<file path="config.mk">
export PLATFORM = sky130hd
export DESIGN_NAME = ddo_div
export DESIGN_NICKNAME = d
export VERILOG_FILES = /design/src/ddo_pkg.sv /design/src/ddo_div.sv
export SDC_FILE = /design/constraint.sdc
export NUM_CORES = 1
export LEC_CHECK = 0
export ABC_AREA = 0
export BUFFER_PORTS_ARGS = -buffer_cell sky130_fd_sc_hd__buf_4
export CAP_MARGIN = 25
export CORE_AREA = 3 3 118 120
export DETAILED_ROUTE_END_ITERATION = 6
export DIE_AREA = 0 0 121 123
export PLACE_DENSITY_LB_ADDON = 0.2
export SLEW_MARGIN = 10
export SYNTH_ARGS = -nofsm -noshare
export SYNTH_HDL_FRONTEND = slang
export SYNTH_SLANG_ARGS = --single-unit
</file>
<file path="constraint.sdc">
create_clock -name clk -period 5.9 [get_ports clk]
set_input_delay 1.18 -clock clk [delete_from_list [all_inputs] [get_ports clk]]
set_output_delay 1.18 -clock clk [all_outputs]
set_load 0.01 [all_outputs]
</file>
<file path="src/ddo_pkg.sv">
// Shared types, constants and helpers for the differential drive odometry block.
// Used by ddo_cordic, ddo_div and diff_drive_odometry_unit.
package ddo_pkg;

  // Configuration register indexes
  localparam logic REG_DIST_PER_TICK  = 1'b0;
  localparam logic REG_TURN_PER_METER = 1'b1;

  localparam logic [31:0] DIST_PER_TICK_RST  = 32'd3748552;
  localparam logic [31:0] TURN_PER_METER_RST = 32'd2278550919;

  // CORDIC datapath width and fixed gain (Q2.30)
  localparam int CW_W = 34;
  localparam logic signed [CW_W-1:0] CORDIC_GAIN = 34'sd652032874;

  // Velocity scale factors: 1000 ms/s and 2*pi*1000 in Q16
  localparam logic [31:0] LIN_SCALE = 32'd1000;
  localparam logic [31:0] ANG_SCALE = 32'd411774832;

  // Divider widths
  localparam int NUM_W = 64;
  localparam int DEN_W = 16;

  typedef struct packed {
    logic                   done;
    logic signed [CW_W-1:0] cos_v;
    logic signed [CW_W-1:0] sin_v;
  } cordic_res_t;

  // Arctangent table in 2^-32 turn
  function automatic logic [31:0] atan_lut(input logic [4:0] idx);
    logic [31:0] v;
    case (idx)
      5'd0:    v = 32'h20000000;
      5'd1:    v = 32'h12E4051E;
      5'd2:    v = 32'h09FB385B;
      5'd3:    v = 32'h051111D4;
      5'd4:    v = 32'h028B0D43;
      5'd5:    v = 32'h0145D7E1;
      5'd6:    v = 32'h00A2F61E;
      5'd7:    v = 32'h00517C55;
      5'd8:    v = 32'h0028BE53;
      5'd9:    v = 32'h00145F2F;
      5'd10:   v = 32'h000A2F98;
      5'd11:   v = 32'h000517CC;
      5'd12:   v = 32'h00028BE6;
      5'd13:   v = 32'h000145F3;
      5'd14:   v = 32'h0000A2FA;
      5'd15:   v = 32'h0000517D;
      5'd16:   v = 32'h000028BE;
      5'd17:   v = 32'h0000145F;
      5'd18:   v = 32'h00000A30;
      5'd19:   v = 32'h00000518;
      5'd20:   v = 32'h0000028C;
      5'd21:   v = 32'h00000146;
      5'd22:   v = 32'h000000A3;
      5'd23:   v = 32'h00000051;
      5'd24:   v = 32'h00000029;
      5'd25:   v = 32'h00000014;
      5'd26:   v = 32'h0000000A;
      5'd27:   v = 32'h00000005;
      5'd28:   v = 32'h00000003;
      5'd29:   v = 32'h00000001;
      default: v = 32'h00000000;
    endcase
    return v;
  endfunction

  // Q2.30 to Q1.15 with round half up and clamp
  function automatic logic [15:0] to_q15(input logic signed [CW_W-1:0] v);
    logic signed [CW_W:0] t;
    logic signed [19:0]   q;
    t = (CW_W+1)'(v) + 35'sd16384;
    q = 20'(t >>> 15);
    if (q > 20'sd32767) begin
      return 16'h7FFF;
    end else if (q < -20'sd32768) begin
      return 16'h8000;
    end
    return q[15:0];
  endfunction

endpackage

</file>
<file path="src/ddo_div.sv">
// Bit-serial restoring divider, one quotient bit per cycle.
// Depends on ddo_pkg (operand widths).
module ddo_div (
  input  logic                      clk,
  input  logic                      rst_n,
  input  logic                      start_i,
  input  logic [ddo_pkg::NUM_W-1:0] num_i,
  input  logic [ddo_pkg::DEN_W-1:0] den_i,
  output logic                      done_o,
  output logic [ddo_pkg::NUM_W-1:0] quot_o
);

  localparam int CNT_W = $clog2(ddo_pkg::NUM_W);

  logic                      busy_r;
  logic                      done_r;
  logic [CNT_W-1:0]          cnt_r;
  logic [ddo_pkg::DEN_W-1:0] den_r;
  logic [ddo_pkg::DEN_W-1:0] rem_r;
  logic [ddo_pkg::NUM_W-1:0] dq_r;

  logic [ddo_pkg::DEN_W:0]   sh;
  logic [ddo_pkg::DEN_W:0]   sub;
  logic                      ge;

  assign sh  = {rem_r, dq_r[ddo_pkg::NUM_W-1]};
  assign ge  = sh >= {1'b0, den_r};
  assign sub = sh - {1'b0, den_r};

  always_ff @(posedge clk) begin
    if (!rst_n) begin
      busy_r <= 1'b0;
      done_r <= 1'b0;
      cnt_r  <= '0;
    end else begin
      done_r <= 1'b0;
      if (start_i) begin
        busy_r <= 1'b1;
        cnt_r  <= '0;
      end else if (busy_r) begin
        if (cnt_r == CNT_W'(ddo_pkg::NUM_W - 1)) begin
          busy_r <= 1'b0;
          done_r <= 1'b1;
        end
        cnt_r <= cnt_r + 1'b1;
      end
    end
  end

  // Remainder and dividend/quotient shift register
  always_ff @(posedge clk) begin
    if (start_i) begin
      den_r <= den_i;
      rem_r <= '0;
      dq_r  <= num_i;
    end else if (busy_r) begin
      rem_r <= ge ? sub[ddo_pkg::DEN_W-1:0] : sh[ddo_pkg::DEN_W-1:0];
      dq_r  <= {dq_r[ddo_pkg::NUM_W-2:0], ge};
    end
  end

  assign done_o = done_r;
  assign quot_o = dq_r;

endmodule

</file>
# Word-level counts from Yosys, hierarchy flattened
# Index checks and enable logic that the tools add are counted.
[totals]
ff_bits = 104
out_inout_bits = 65
inputBits = 83
[op_classes]
n_reduce_logical = 3
n_addsub = 2
n_eq_ne = 1
n_lt_le_gt_ge = 1
mux = 7
bitwise_logic = 2
[ops]
columns = ["cell", "count"]
rows = [
  ["64-bit 2-to-1 mux", 2],
  ["17-bit by 16-bit greater-or-equal comparator with 1-bit output", 1],
  ["16-bit 2-to-1 mux", 1],
  ["16-bit subtractor", 1],
  ["6-bit by 1-bit adder with 6-bit output, second input constant", 1],
  ["6-bit equality test, second input constant", 1],
  ["1-bit 2-to-1 mux", 4],
  ["3-bit OR reduction", 1],
  ["1-bit inverter", 2],
  ["2-bit nonzero test", 1],
  ["2-bit OR reduction", 1],
]

# Depth between registers and ports, before layout
[depth]
depth_word = 4
depth_mapped = 11
ltp_nobuf = 9

# Worst setup path after synthesis
# No wires, ideal clock.
[synth_path]
kind = "input-to-reg"
from = "input port start_i"
to = "register dq_r, in the netlist quot_o[0], enable pin"
arrival_time_ns = 2.769
cell_stages = 4
path_slack_ns = 2.443
required_ns = 5.212
path_cell_list = "clkbuf_1 inv_1 clkbuf_1 nand2_1"
[synth_via]
elab_chain_cells = 1
[synth_lines]
columns = ["element", "line_no", "text"]
rows = [
  ["start, declared", "ddo_div.sv:6", "input logic start_i,"],
  ["2-bit nonzero test (no line)", "--", ""],
  ["end signal, assigned", "ddo_div.sv:55", "dq_r <= num_i;"],
  ["end signal, assigned", "ddo_div.sv:58", "dq_r <= {dq_r[ddo_pkg::NUM_W-2:0], ge};"],
  ["end, declared", "ddo_div.sv:20", "logic [ddo_pkg::NUM_W-1:0] dq_r;"],
]
# No other way between the ends.
# A chain may end at the register's enable or synchronous reset.

# Final worst setup path
[layout_path]
from = "input port start_i"
to = "register dq_r, in the netlist quot_o[56], enable pin"
# The elaborated chain is that of the path after synthesis.

==> key figures <==
Outcome
  • Outcome: completed

Layout
  • Nets: 659
  • ANT cells: 0
  • Layout cell share with drive strength beyond 1: 41.92%
  • Most common library cell in the layout ignoring fill and taps: buf_4
  • # fillers: 1176
  • Area Overhead vs Synth: 30.26%
  • Commonest cells after routing, fill and taps aside: buf_4 (151), edfxtp_1 (80), mux2_2 (64)
  • Final instance area: 6684 µm²

Critical path
  • Slowest CP cell: buf_4
  • Most frequent CP cell: buf_4
  • Buffers plus inverters on the worst setup path: 3
  • Crit path DAT: 2.93 ns
  • Crit end category: flip-flop
  • Critical-path cell list: buf_4 > inv_1 > nand2_2 > buf_4
  • WS Path Type: input port to flip-flop
  • Largest delay share family, worst path: buffers and inverters
  • Crit path launch type: input port
  • Worst-path maximum fanout: 42
  • Worst Path Required: approximately 5.9 ns
  • CP max stage delay: 0.55 ns

STA
  • Worst Skew: 0.009017 ns
  • Period minus WS final: 2.934 ns
  • Least-Margin Pin Slew: ~0.79 ns
  • Crit share post-route: 49.73%
  • Final slew viol count: 0
  • Final hold violations: 0
  • Slew HR: 47.55%
  • RSZ-0062 raised after global routing: no
  • Fmax: 340.8 MHz
  • Count of final setup violators: 0
  • Setup TNS: 0 ns

GRT
  • Via count of the first global-routing pass: approximately 4000
  • First-pass GRT wire length: 19740 µm
  • GRT Resource Usage Total: 16.93%
  • Largest net degree at the start of global routing: 64
  • Gr ovfl total: 0
  • Initial antenna violation count: 0

Clocking
  • Num CTS Buffers: 9
  • Reg clk slew, reported paths: 0.07 ns
  • Post CTS Setup Buffer Count: 0
  • CTS tree: yes
  • CTS Buffer Depth: 2
  • CTS Hold Bufs: 0
  • Num Clock Sinks: 104
  • Clk Latency, worst-skew pair: 0.35 ns
  • Root buffer cell: clkbuf_16
  • Depth of the CTS H-tree: 3
  • Number of gates resized after cts: 0

Placement
  • Port bufs: 147
  • Placed instance area: 6392 µm²
  • HPWL Detailed: slightly below 9000 µm
  • GP Congestion: 0.8183

Power and ir drop
  • Power share of the clock group: 31.3%
  • Power density over the cells: ~280 nW/µm²
  • Combinational power share: 19.9%
  • Internal Dissipation: about 1.4 mW
  • Leakage Power: 2.751 nW
  • P_sw: 497.5 µW
  • Switching share of power: a little over a quarter
  • Sequential share of power: 48.8%
  • Maximum vdd ir drop: 0.1755 mV

Synthesis
  • Distinct cells, synth: 55
  • Flop and latch count out of synthesis: 104
  • EDFF count, synth: 80
  • Yosys warnings: 0
  • Post-synthesis sequential area ratio: 56.18%
  • Synth Net Count: 518
  • Cell area after synthesis: slightly above 5000 µm²
  • Cells after synthesis: 417
  • Async set-reset flop share out of synthesis: 0%
  • Top_reg_cell synth: edfxtp_1
  • Mapped Avg Cell Area: 12.30 µm²

Drt
  • WL final: 12040 µm
  • DRC: 0
  • Vias/cell: ~5.1
  • Detailed Routing Iterations Pass 1: 4
  • DR WL/cell: roughly 16 µm
  • Initial drt markers: 255
  • Routed Antenna Nets: 0
  • Via Count: 3764

Floorplan
  • Die height: between 100 and 150 µm
  • Chip Width: 121 µm
  • Core Area: 13090 µm²
  • FP Rows: 42
  • Starting Density: between 30% and 40%
  • Die Area: 14880 µm²
  • Io pins: 148

Min path
  • HP Class: flip-flop to flip-flop

Run
  • Number of max-cap violations: 0
## worst min-delay path: cells and delay by family, from the launching register on
kind	cells	cell delay (ns)
compound gates	1	0.06
buf+inv	1	0.05
flops	1	0.33
## power groups by stage
stage	Sequential (mW)	Clock (mW)	Combinational, mW
final	0.907	0.582	0.371
after global routing	0.916	0.629	0.411
after CTS	0.908	0.605	0.374
after detailed placement	0.922	0	0.373
after global placement	0.923	0	0.366
after floorplan	0.937	0	0.193
## sequential cells by signal, indices dropped and copies added, names as in the netlist
| register | flops |
|---|---|
| den_r | 16 |
| rem_r | 16 |
| done_o | 1 |
| quot_o | 64 |
| busy_r | 1 |
| cnt_r | 6 |
## path summary, 6_finish.rpt
check,start,endpoint,slack (ns),depth (start not counted)
max reg2reg,den_r[14],rem_r[0],3.11,8
max,start_i,quot_o[56],2.97,4
min,rem_r[7],rem_r[8],0.49,2
min reg2reg,rem_r[7],rem_r[8],0.49,2
## routing by layer
metal | wire [µm] | GRT usage, % | share of wire [%] | vias up
met4 | 180 | 5.807 | 1.5 | 0
met1 | 4924 | 19.88 | 41 | 1797
li1 | - | - | - | 1842
met2 | 5861 | 27.65 | 49 | 112
met5 | 0 | 0 | 0 | -
met3 | 1071 | 7.640 | 8.9 | 13
## stage by stage
stage	cells	utilization [%]	setup WS, ns	hold WS (ns)	total power, mW
after floorplan	417	-	2.443	0.4537	1.130
after global placement	722	48.80	2.590	0.4629	1.289
after detailed placement	723	48.85	2.559	0.4848	1.295
after CTS	739	51.08	2.947	0.4972	1.888
after global routing	739	51.08	2.784	0.5242	1.956
final	739	51.08	2.966	0.4885	1.860
## cell families after synthesis
| kind of cell | share of synthesized area [%] |
|---|---|
| buf+inv | 3.536 |
| simple gates | 8.291 |
| mux | 14.44 |
| xor+xnor | 2.219 |
| flops | 56.18 |
| fa+ha+maj | 4.535 |
| compound gates | 10.80 |
## final cells by class
| type | count | area [µm²] | share of cell area (%) |
|---|---|---|---|
| flip-flops and latches | 104 | 2883 | 43.13 |
| clock buffers | 10 | 239.0 | 3.575 |
| clock inverters | 6 | 52.55 | 0.7862 |
| repair buffers | 151 | 1134 | 16.96 |
| multi-input cells | 269 | 2069 | 30.96 |
| inverters | 23 | 86.33 | 1.292 |
| well taps | 176 | 220.2 | 3.295 |
## synthesized netlist by cell type (2+ instances only)
master,instances,share of area [%]
nand3_1,4,0.39
a211oi_1,2,0.29
nand2_1,34,2.5
mux2_2,64,14
a32oi_1,3,0.51
inv_1,23,1.7
xnor2_1,9,1.5
a311oi_1,7,1.2
buf_2,2,0.20
mux2i_1,2,0.39
ha_1,17,4.1
nand4_1,2,0.24
and2_1,3,0.37
and3_1,8,0.98
o31ai_1,4,0.59
xor2_1,4,0.68
o21ai_0,12,1.2
o2111ai_1,2,0.34
o21a_1,2,0.29
a41oi_1,2,0.34
clkbuf_1,14,1.0
o311ai_1,2,0.34
dfxtp_1,24,9.4
or3_1,2,0.24
o211ai_1,4,0.59
a21oi_1,19,1.9
a21o_1,2,0.29
nor2_1,30,2.2
nand2b_1,5,0.61
clkbuf_2,2,0.20
edfxtp_1,80,47
a31oi_1,4,0.49
Note: power is estimated with default switching activity, not from simulation.
