## src/ddo_pkg.sv

```systemverilog
// Shared types, constants and helpers for the differential drive odometry block.
// Used by ddo_cordic, ddo_div and diff_drive_odometry_unit.
package ddo_pkg;

  // Configuration register indexes
  localparam logic REG_DIST_PER_TICK  = 1'b0;
  localparam logic REG_TURN_PER_METER = 1'b1;

  localparam logic [31:0] DIST_PER_TICK_RST  = 32'd3748552;
  localparam logic [31:0] TURN_PER_METER_RST = 32'd2278550919;

  // CORDIC datapath width and fixed gain (Q2.30)
  localparam int CW_W = 34;
  localparam logic signed [CW_W-1:0] CORDIC_GAIN = 34'sd652032874;

  // Velocity scale factors: 1000 ms/s and 2*pi*1000 in Q16
  localparam logic [31:0] LIN_SCALE = 32'd1000;
  localparam logic [31:0] ANG_SCALE = 32'd411774832;

  // Divider widths
  localparam int NUM_W = 64;
  localparam int DEN_W = 16;

  typedef struct packed {
    logic                   done;
    logic signed [CW_W-1:0] cos_v;
    logic signed [CW_W-1:0] sin_v;
  } cordic_res_t;

  // Arctangent table in 2^-32 turn
  function automatic logic [31:0] atan_lut(input logic [4:0] idx);
    logic [31:0] v;
    case (idx)
      5'd0:    v = 32'h20000000;
      5'd1:    v = 32'h12E4051E;
      5'd2:    v = 32'h09FB385B;
      5'd3:    v = 32'h051111D4;
      5'd4:    v = 32'h028B0D43;
      5'd5:    v = 32'h0145D7E1;
      5'd6:    v = 32'h00A2F61E;
      5'd7:    v = 32'h00517C55;
      5'd8:    v = 32'h0028BE53;
      5'd9:    v = 32'h00145F2F;
      5'd10:   v = 32'h000A2F98;
      5'd11:   v = 32'h000517CC;
      5'd12:   v = 32'h00028BE6;
      5'd13:   v = 32'h000145F3;
      5'd14:   v = 32'h0000A2FA;
      5'd15:   v = 32'h0000517D;
      5'd16:   v = 32'h000028BE;
      5'd17:   v = 32'h0000145F;
      5'd18:   v = 32'h00000A30;
      5'd19:   v = 32'h00000518;
      5'd20:   v = 32'h0000028C;
      5'd21:   v = 32'h00000146;
      5'd22:   v = 32'h000000A3;
      5'd23:   v = 32'h00000051;
      5'd24:   v = 32'h00000029;
      5'd25:   v = 32'h00000014;
      5'd26:   v = 32'h0000000A;
      5'd27:   v = 32'h00000005;
      5'd28:   v = 32'h00000003;
      5'd29:   v = 32'h00000001;
      default: v = 32'h00000000;
    endcase
    return v;
  endfunction

  // Q2.30 to Q1.15 with round half up and clamp
  function automatic logic [15:0] to_q15(input logic signed [CW_W-1:0] v);
    logic signed [CW_W:0] t;
    logic signed [19:0]   q;
    t = (CW_W+1)'(v) + 35'sd16384;
    q = 20'(t >>> 15);
    if (q > 20'sd32767) begin
      return 16'h7FFF;
    end else if (q < -20'sd32768) begin
      return 16'h8000;
    end
    return q[15:0];
  endfunction

endpackage

```

## src/ddo_cordic.sv

```systemverilog
// Iterative rotation-mode CORDIC giving cos and sin of a binary angle, Q2.30.
// Depends on ddo_pkg (arctangent table, gain, result struct).
module ddo_cordic #(
  parameter int STEPS = 16
) (
  input  logic                clk,
  input  logic                rst_n,
  input  logic                start_i,
  input  logic [31:0]         ang_i,
  output ddo_pkg::cordic_res_t res_o
);

  localparam int CNT_W = $clog2(STEPS);

  logic                            busy_r;
  logic                            done_r;
  logic                            flip_r;
  logic [CNT_W-1:0]                cnt_r;
  logic signed [ddo_pkg::CW_W-1:0] x_r, y_r, z_r;

  logic [31:0]                     ang_q;
  logic [31:0]                     ang_f;
  logic                            flip_c;
  logic signed [ddo_pkg::CW_W-1:0] xs, ys, at;

  // Fold into [-1/4, 1/4) turn; a half-turn fold negates both outputs
  assign ang_q  = ang_i + 32'h4000_0000;
  assign flip_c = ang_q[31];
  assign ang_f  = flip_c ? ang_i + 32'h8000_0000 : ang_i;

  assign xs = x_r >>> cnt_r;
  assign ys = y_r >>> cnt_r;
  assign at = signed'({2'b00, ddo_pkg::atan_lut(5'(cnt_r))});

  // Control
  always_ff @(posedge clk) begin
    if (!rst_n) begin
      busy_r <= 1'b0;
      done_r <= 1'b0;
      cnt_r  <= '0;
    end else begin
      done_r <= 1'b0;
      if (start_i) begin
        busy_r <= 1'b1;
        cnt_r  <= '0;
      end else if (busy_r) begin
        if (cnt_r == CNT_W'(STEPS - 1)) begin
          busy_r <= 1'b0;
          done_r <= 1'b1;
        end
        cnt_r <= cnt_r + 1'b1;
      end
    end
  end

  // Micro-rotation datapath
  always_ff @(posedge clk) begin
    if (start_i) begin
      flip_r <= flip_c;
      x_r    <= ddo_pkg::CORDIC_GAIN;
      y_r    <= '0;
      z_r    <= signed'({{2{ang_f[31]}}, ang_f});
    end else if (busy_r) begin
      if (!z_r[ddo_pkg::CW_W-1]) begin
        x_r <= x_r - ys;
        y_r <= y_r + xs;
        z_r <= z_r - at;
      end else begin
        x_r <= x_r + ys;
        y_r <= y_r - xs;
        z_r <= z_r + at;
      end
    end
  end

  assign res_o.done  = done_r;
  assign res_o.cos_v = flip_r ? -x_r : x_r;
  assign res_o.sin_v = flip_r ? -y_r : y_r;

endmodule

```

## config.mk

```make
export PLATFORM = sky130hd
export DESIGN_NAME = ddo_cordic
export DESIGN_NICKNAME = d
export VERILOG_FILES = /design/src/ddo_pkg.sv /design/src/ddo_cordic.sv
export SDC_FILE = /design/constraint.sdc
export NUM_CORES = 1
export LEC_CHECK = 0
export ABC_AREA = 1
export BUFFER_PORTS_ARGS = -buffer_cell sky130_fd_sc_hd__buf_2
export CAP_MARGIN = 10
export CORE_ASPECT_RATIO = 1.5
export CORE_MARGIN = 2
export CORE_UTILIZATION = 45
export DETAILED_ROUTE_END_ITERATION = 12
export GPL_TIMING_DRIVEN = 0
export PLACE_DENSITY = 0.65
export SLEW_MARGIN = 10
export SYNTH_ARGS = -nofsm -noshare
export SYNTH_HDL_FRONTEND = slang
export SYNTH_SLANG_ARGS = --single-unit
```

## constraint.sdc

```tcl
create_clock -name clk -period 5.58 [get_ports clk]
set_clock_uncertainty 0.1 [all_clocks]
set_input_delay 1.116 -clock clk [delete_from_list [all_inputs] [get_ports clk]]
set_output_delay 1.116 -clock clk [all_outputs]
set_load 0.05 [all_outputs]
```

# Word-level counts from Yosys, hierarchy flattened
# Memory sizes are Yosys's and may differ from the RTL's. A register that Yosys moved wholly into a read port is not among the register bits.
# Index checks and enable logic that the tools add are counted.
# Widths: inputs -> output; s select.
# totals
reg_bits	109
mem_bits_ro	480
inputBits	35
output_inout_bits	69
wordCells	41
mem_count	1
# mem_list
memory	words	width	read_ports	rd_clocked_by_memory_dff	wr	line	rtl
(no name shown)	16	30	1	1	0	ddo_pkg.sv:33	case (idx)
# classes
add_sub_neg	11
n_eq_ne	1
shift	2
mux	14
bitwise_logic	2
n_reduce_logical	3
# ops
cell	count
$mux 34	7
$add 34x34->34	2
$neg 34->34	2
$sshr 34x4->34	2
$sub 34x34->34	2
$add 34x33->34	1
$sub 34x33->34	1
$add 32x31->32 const B	1
$add 32x32->32 const B	1
$mux 32	1
$mux 4	2
$add 4x1->4 const B	1
$eq 4x4->1 const B	1
$mux 1	4
$reduce_or 3->1	1
$not 1->1	2
$reduce_bool 2->1	1
$reduce_or 2->1	1

# Longest topological paths before layout
# logic_depth
ltp_word	4
mapped_depth	36
mapped_depth_nobuf	34

# Worst setup path before layout
# OpenSTA, ideal clock, no wires.
# synth_timing
kind	reg-to-output
from	register x_r[1] (netlist name)
to	output res_o[64] (netlist name)
arrival_ns	2.898
t_required_ns	4.364
setup_slack_ns	1.466
stages_incl_launch_ff	15
n_path_buf	0
cell_sequence	dfxtp_1 -> inv_1 -> ha_1 -> inv_1 -> nor3_1 -> nand3_1 -> nor3_2 -> nand3_1 -> o21ai_1 -> nand2_1 -> nor2_1 -> o21ai_1 -> a21oi_1 -> o21ai_0 -> xor2_1
# synth_lines
item	line	rtl
start: declaration	ddo_cordic.sv:19	logic signed [ddo_pkg::CW_W-1:0] x_r, y_r, z_r;
start signal: assignment	ddo_cordic.sv:60	x_r <= ddo_pkg::CORDIC_GAIN;
start signal: assignment	ddo_cordic.sv:65	x_r <= x_r - ys;
start signal: assignment	ddo_cordic.sv:69	x_r <= x_r + ys;
end: declaration	ddo_cordic.sv:10	output ddo_pkg::cordic_res_t res_o

==> flow_summary.yaml <==
die:
  core_area_um2: 39200
  row_count: 89
  floorplan.die_area_um2: 41120
  initial_core_util_pct: 45.33
  floorplan.die.height_um: 247.4
  dieWidth_um: 166.2
  io-pin-count: 104
cts:
  postCtsResizedCells: 0
  post_cts_hold_buffer_count: 0
  postCtsSetupRepairBufs: 0
  clock_sink_count: 139
  cts_max_level: 4
  clockBufferDepth: 2
  cts-root-buf: "sky130_fd_sc_hd__clkbuf_16"
  numCtsBuffers: 17
  clkLatencyLatePin_ps: 470
  clk_pin_slew_ps: 70
  tritoncts: "yes"
power_and_ir_drop:
  pwr-share-clk_pct: 11.5
  combinational_fraction_of_design_power_pct: 73.3
  netSwitchingFraction_pct: 58.99
  p_int_mw: 4.364
  power.switching_mw: 6.277
  cellPowerDensity_nw_per_um2: 543.6
  fin_total_pwr_mw: 10.64
  power_frac_seq_pct: 15.1
  cellLeakagePower_nw: 9.714
  ir_drop_mv: 0.5312
drt:
  first_pass_iters: 9
  post_drt_via_cell_ratio: 5.834
  drt-total-wl_um: 83200
  wirelength_per_cell_um: 23.01
  drc_viols: 0
  dr_vias: 21097
  antenna_left: 0
  first_iter_violations: 1848
placed_design:
  dpl.hpwl_um: 67100
  placement.io_buffers: 103
  placed_cell_area_um2: 18940
  finalWeightedCongestion: 1.029
global_routing:
  wire_length_of_the_first_global_routing_pass_um: 119800
  antenna_violations_before_repair: 0
  vias_in_the_first_global_route: 19850
  grt_start_max_net_pins: 35
  globalRouteOverflowTotal: 0
  total_track_usage_pct: 39.31
worst_setup_path:
  cp_max_fo: 10
  crit_family: "buffers and inverters"
  timing.critical_path.required_ps: 4360
  setup.worst_path.class: "register to primary output"
  critPathSlowestCell: "sky130_fd_sc_hd__clkbuf_1"
  critical_path.endpoint_type: "primary output"
  max_stage_delay_ps: 950
  worst_setup_path_start_kind: "register"
  worst-path-buf-inv: 5
  timing.critical_path.cells: "clkbuf_1 -> inv_1 -> clkbuf_1 -> clkbuf_1 -> a21oi_1 -> xor2_1 -> buf_2"
  timing.critical_path.mode_cell: "sky130_fd_sc_hd__clkbuf_1"
  worst_ep_arrival_time_ps: 4260
yosys:
  netlist_area_um2: 17770
  synth.ff_latch_count: 139
  syn_area_per_cell_um2: 5.964
  synth_most_common_cell: "sky130_fd_sc_hd__nand2_1"
  synthDominantAreaCellType: "sky130_fd_sc_hd__nand2_1"
  syn_nets: 3129
  synth_enable_flop_cells: 35
  ys_top_cells_by_count: "sky130_fd_sc_hd__nand2_1, sky130_fd_sc_hd__nand3_1, sky130_fd_sc_hd__inv_1, sky130_fd_sc_hd__nor2_1, sky130_fd_sc_hd__a21oi_1"
  synth_sequential_area_ratio_pct: 17.63
  syn_inst: 2979
  postSynth.asyncResetShare_pct: 0
  yosysWarnings: 0
  synthDistinctLibCells: 56
  ys_dominant_reg_cell: "sky130_fd_sc_hd__dfxtp_1"
  yosys.area.top_type_share_pct: 15.25
  synth.area.top_cells: "sky130_fd_sc_hd__nand2_1, sky130_fd_sc_hd__nand3_1, sky130_fd_sc_hd__dfxtp_1"
timing:
  timing.final.crit_period_ps: 5479
  final_hold_viol_count: 0
  tightest_slew_ps: 1449
  max-slew-margin-rel_pct: 3.420
  finalSetupViolCount: 0
  setup_repair_after_global_routing_missed_its_margin: "yes"
  final-max-slew-violation-count: 0
  fmax_mhz: 182.5
  layout_worst_path_cycle_share_pct: 98.20
finish:
  final_net_count: 3253
  final_layout_size_suffix_gt1_share_pct: 9.243
  synthToLayoutAreaGrowth_pct: 10.18
  fillers: 4230
  antenna-diode-count: 0
  post_route_cell_area_um2: 19580
flow_run:
  drv_cap: 0
worst_hold_path:
  hold_path.class: "register to register"
run_status:
  outcome: "complete, no violations"
## cell families (layout without fill, tap and decap cells)
logic type                 Yosys count  in the layout  synth area share [%]
AOI/OAI and AO/OA                  498            498                 15.76
xor gates and xnor gates           184            184                 9.070
adders and majority gates          115            115                 8.225
buffers and inverters              449            586                 10.20
DFF                                139            139                 17.63
and+or+nand+nor                   1594           1594                 39.11
## sequential cells by signal, indices dropped and copies added (netlist names)
signal	flops
at	30
busy_r	1
cnt_r	4
done_r	1
flip_r	1
x_r	34
y_r	34
z_r	34
## cell type report
cell class | count | area, um^2 | area share (%)
Buffer | 114 | 578.1 | 2.953
Clock buffer | 18 | 429.2 | 2.192
Clock inverter | 14 | 151.4 | 0.7734
Inverter | 335 | 1260 | 6.436
Multi-Input combinational cell | 2391 | 12850 | 65.65
Sequential cell | 139 | 3133 | 16.00
Tap cell | 500 | 625.6 | 3.196
Timing Repair Buffer | 105 | 546.8 | 2.793
## through the flow
step	setup slack (ps)	utilization (%)	TNS, ps	hold slack [ps]	instances
2_1_floorplan	1466	-	0	394.6	2979
3_3_place_gp	181.0	48.24	0	431.0	3582
3_5_place_dp	152.8	48.33	0	442.3	3584
4_1_cts	115.5	49.81	0	457.1	3616
5_1_grt	-22.70	49.94	-26.84	515.1	3616
6_report	100.7	49.94	0	457.0	3616
## cell usage in the layout, fill, tap and decap left out, types with 40 or more instances in the layout
cell type | Yosys | final
sky130_fd_sc_hd__a21oi_1 | 202 | 199
sky130_fd_sc_hd__buf_2 | 27 | 128
sky130_fd_sc_hd__clkbuf_1 | 53 | 46
sky130_fd_sc_hd__dfxtp_1 | 104 | 104
sky130_fd_sc_hd__ha_1 | 112 | 112
sky130_fd_sc_hd__inv_1 | 317 | 317
sky130_fd_sc_hd__nand2_1 | 722 | 721
sky130_fd_sc_hd__nand3_1 | 426 | 425
sky130_fd_sc_hd__nor2_1 | 295 | 294
sky130_fd_sc_hd__nor3_1 | 40 | 40
sky130_fd_sc_hd__o21ai_0 | 156 | 155
sky130_fd_sc_hd__xnor2_1 | 54 | 54
sky130_fd_sc_hd__xor2_1 | 130 | 130
## path summary, 6_finish.rpt
| check | startpoint | to | slack [ps] | cells after the start |
|---|---|---|---|---|
| max | flip_r | res_o[49] | 100 | 7 |
| max reg2reg | cnt_r[1] | x_r[33] | 300 | 29 |
| min reg2reg | busy_r | done_r | 460 | 2 |
| min | busy_r | done_r | 460 | 2 |
## routing by layer
metal,wire (um),track usage [%],vias up
met5,0,0,-
met2,40010,69.29,943
met3,5708,6.315,296
li1,-,-,10151
met4,7763,31.87,0
met1,29720,41.66,9707
## worst min-delay path: cells and delay by family (launching register included)
| kind | cells | cell delay (ps) |
|---|---|---|
| AND/OR/NAND/NOR | 2 | 160 |
| flip-flops | 1 | 350 |
## power groups by stage
stage | Combinational, mW | Clock [mW] | Sequential, mW
after detailed placement | 7.61 | 0 | 1.63
after global routing | 8.55 | 1.26 | 1.63
after CTS | 7.65 | 1.24 | 1.60
final | 7.80 | 1.23 | 1.61
after global placement | 7.51 | 0 | 1.62
after floorplan | 5.75 | 0 | 1.48
Power figures use the tool's default switching activity.
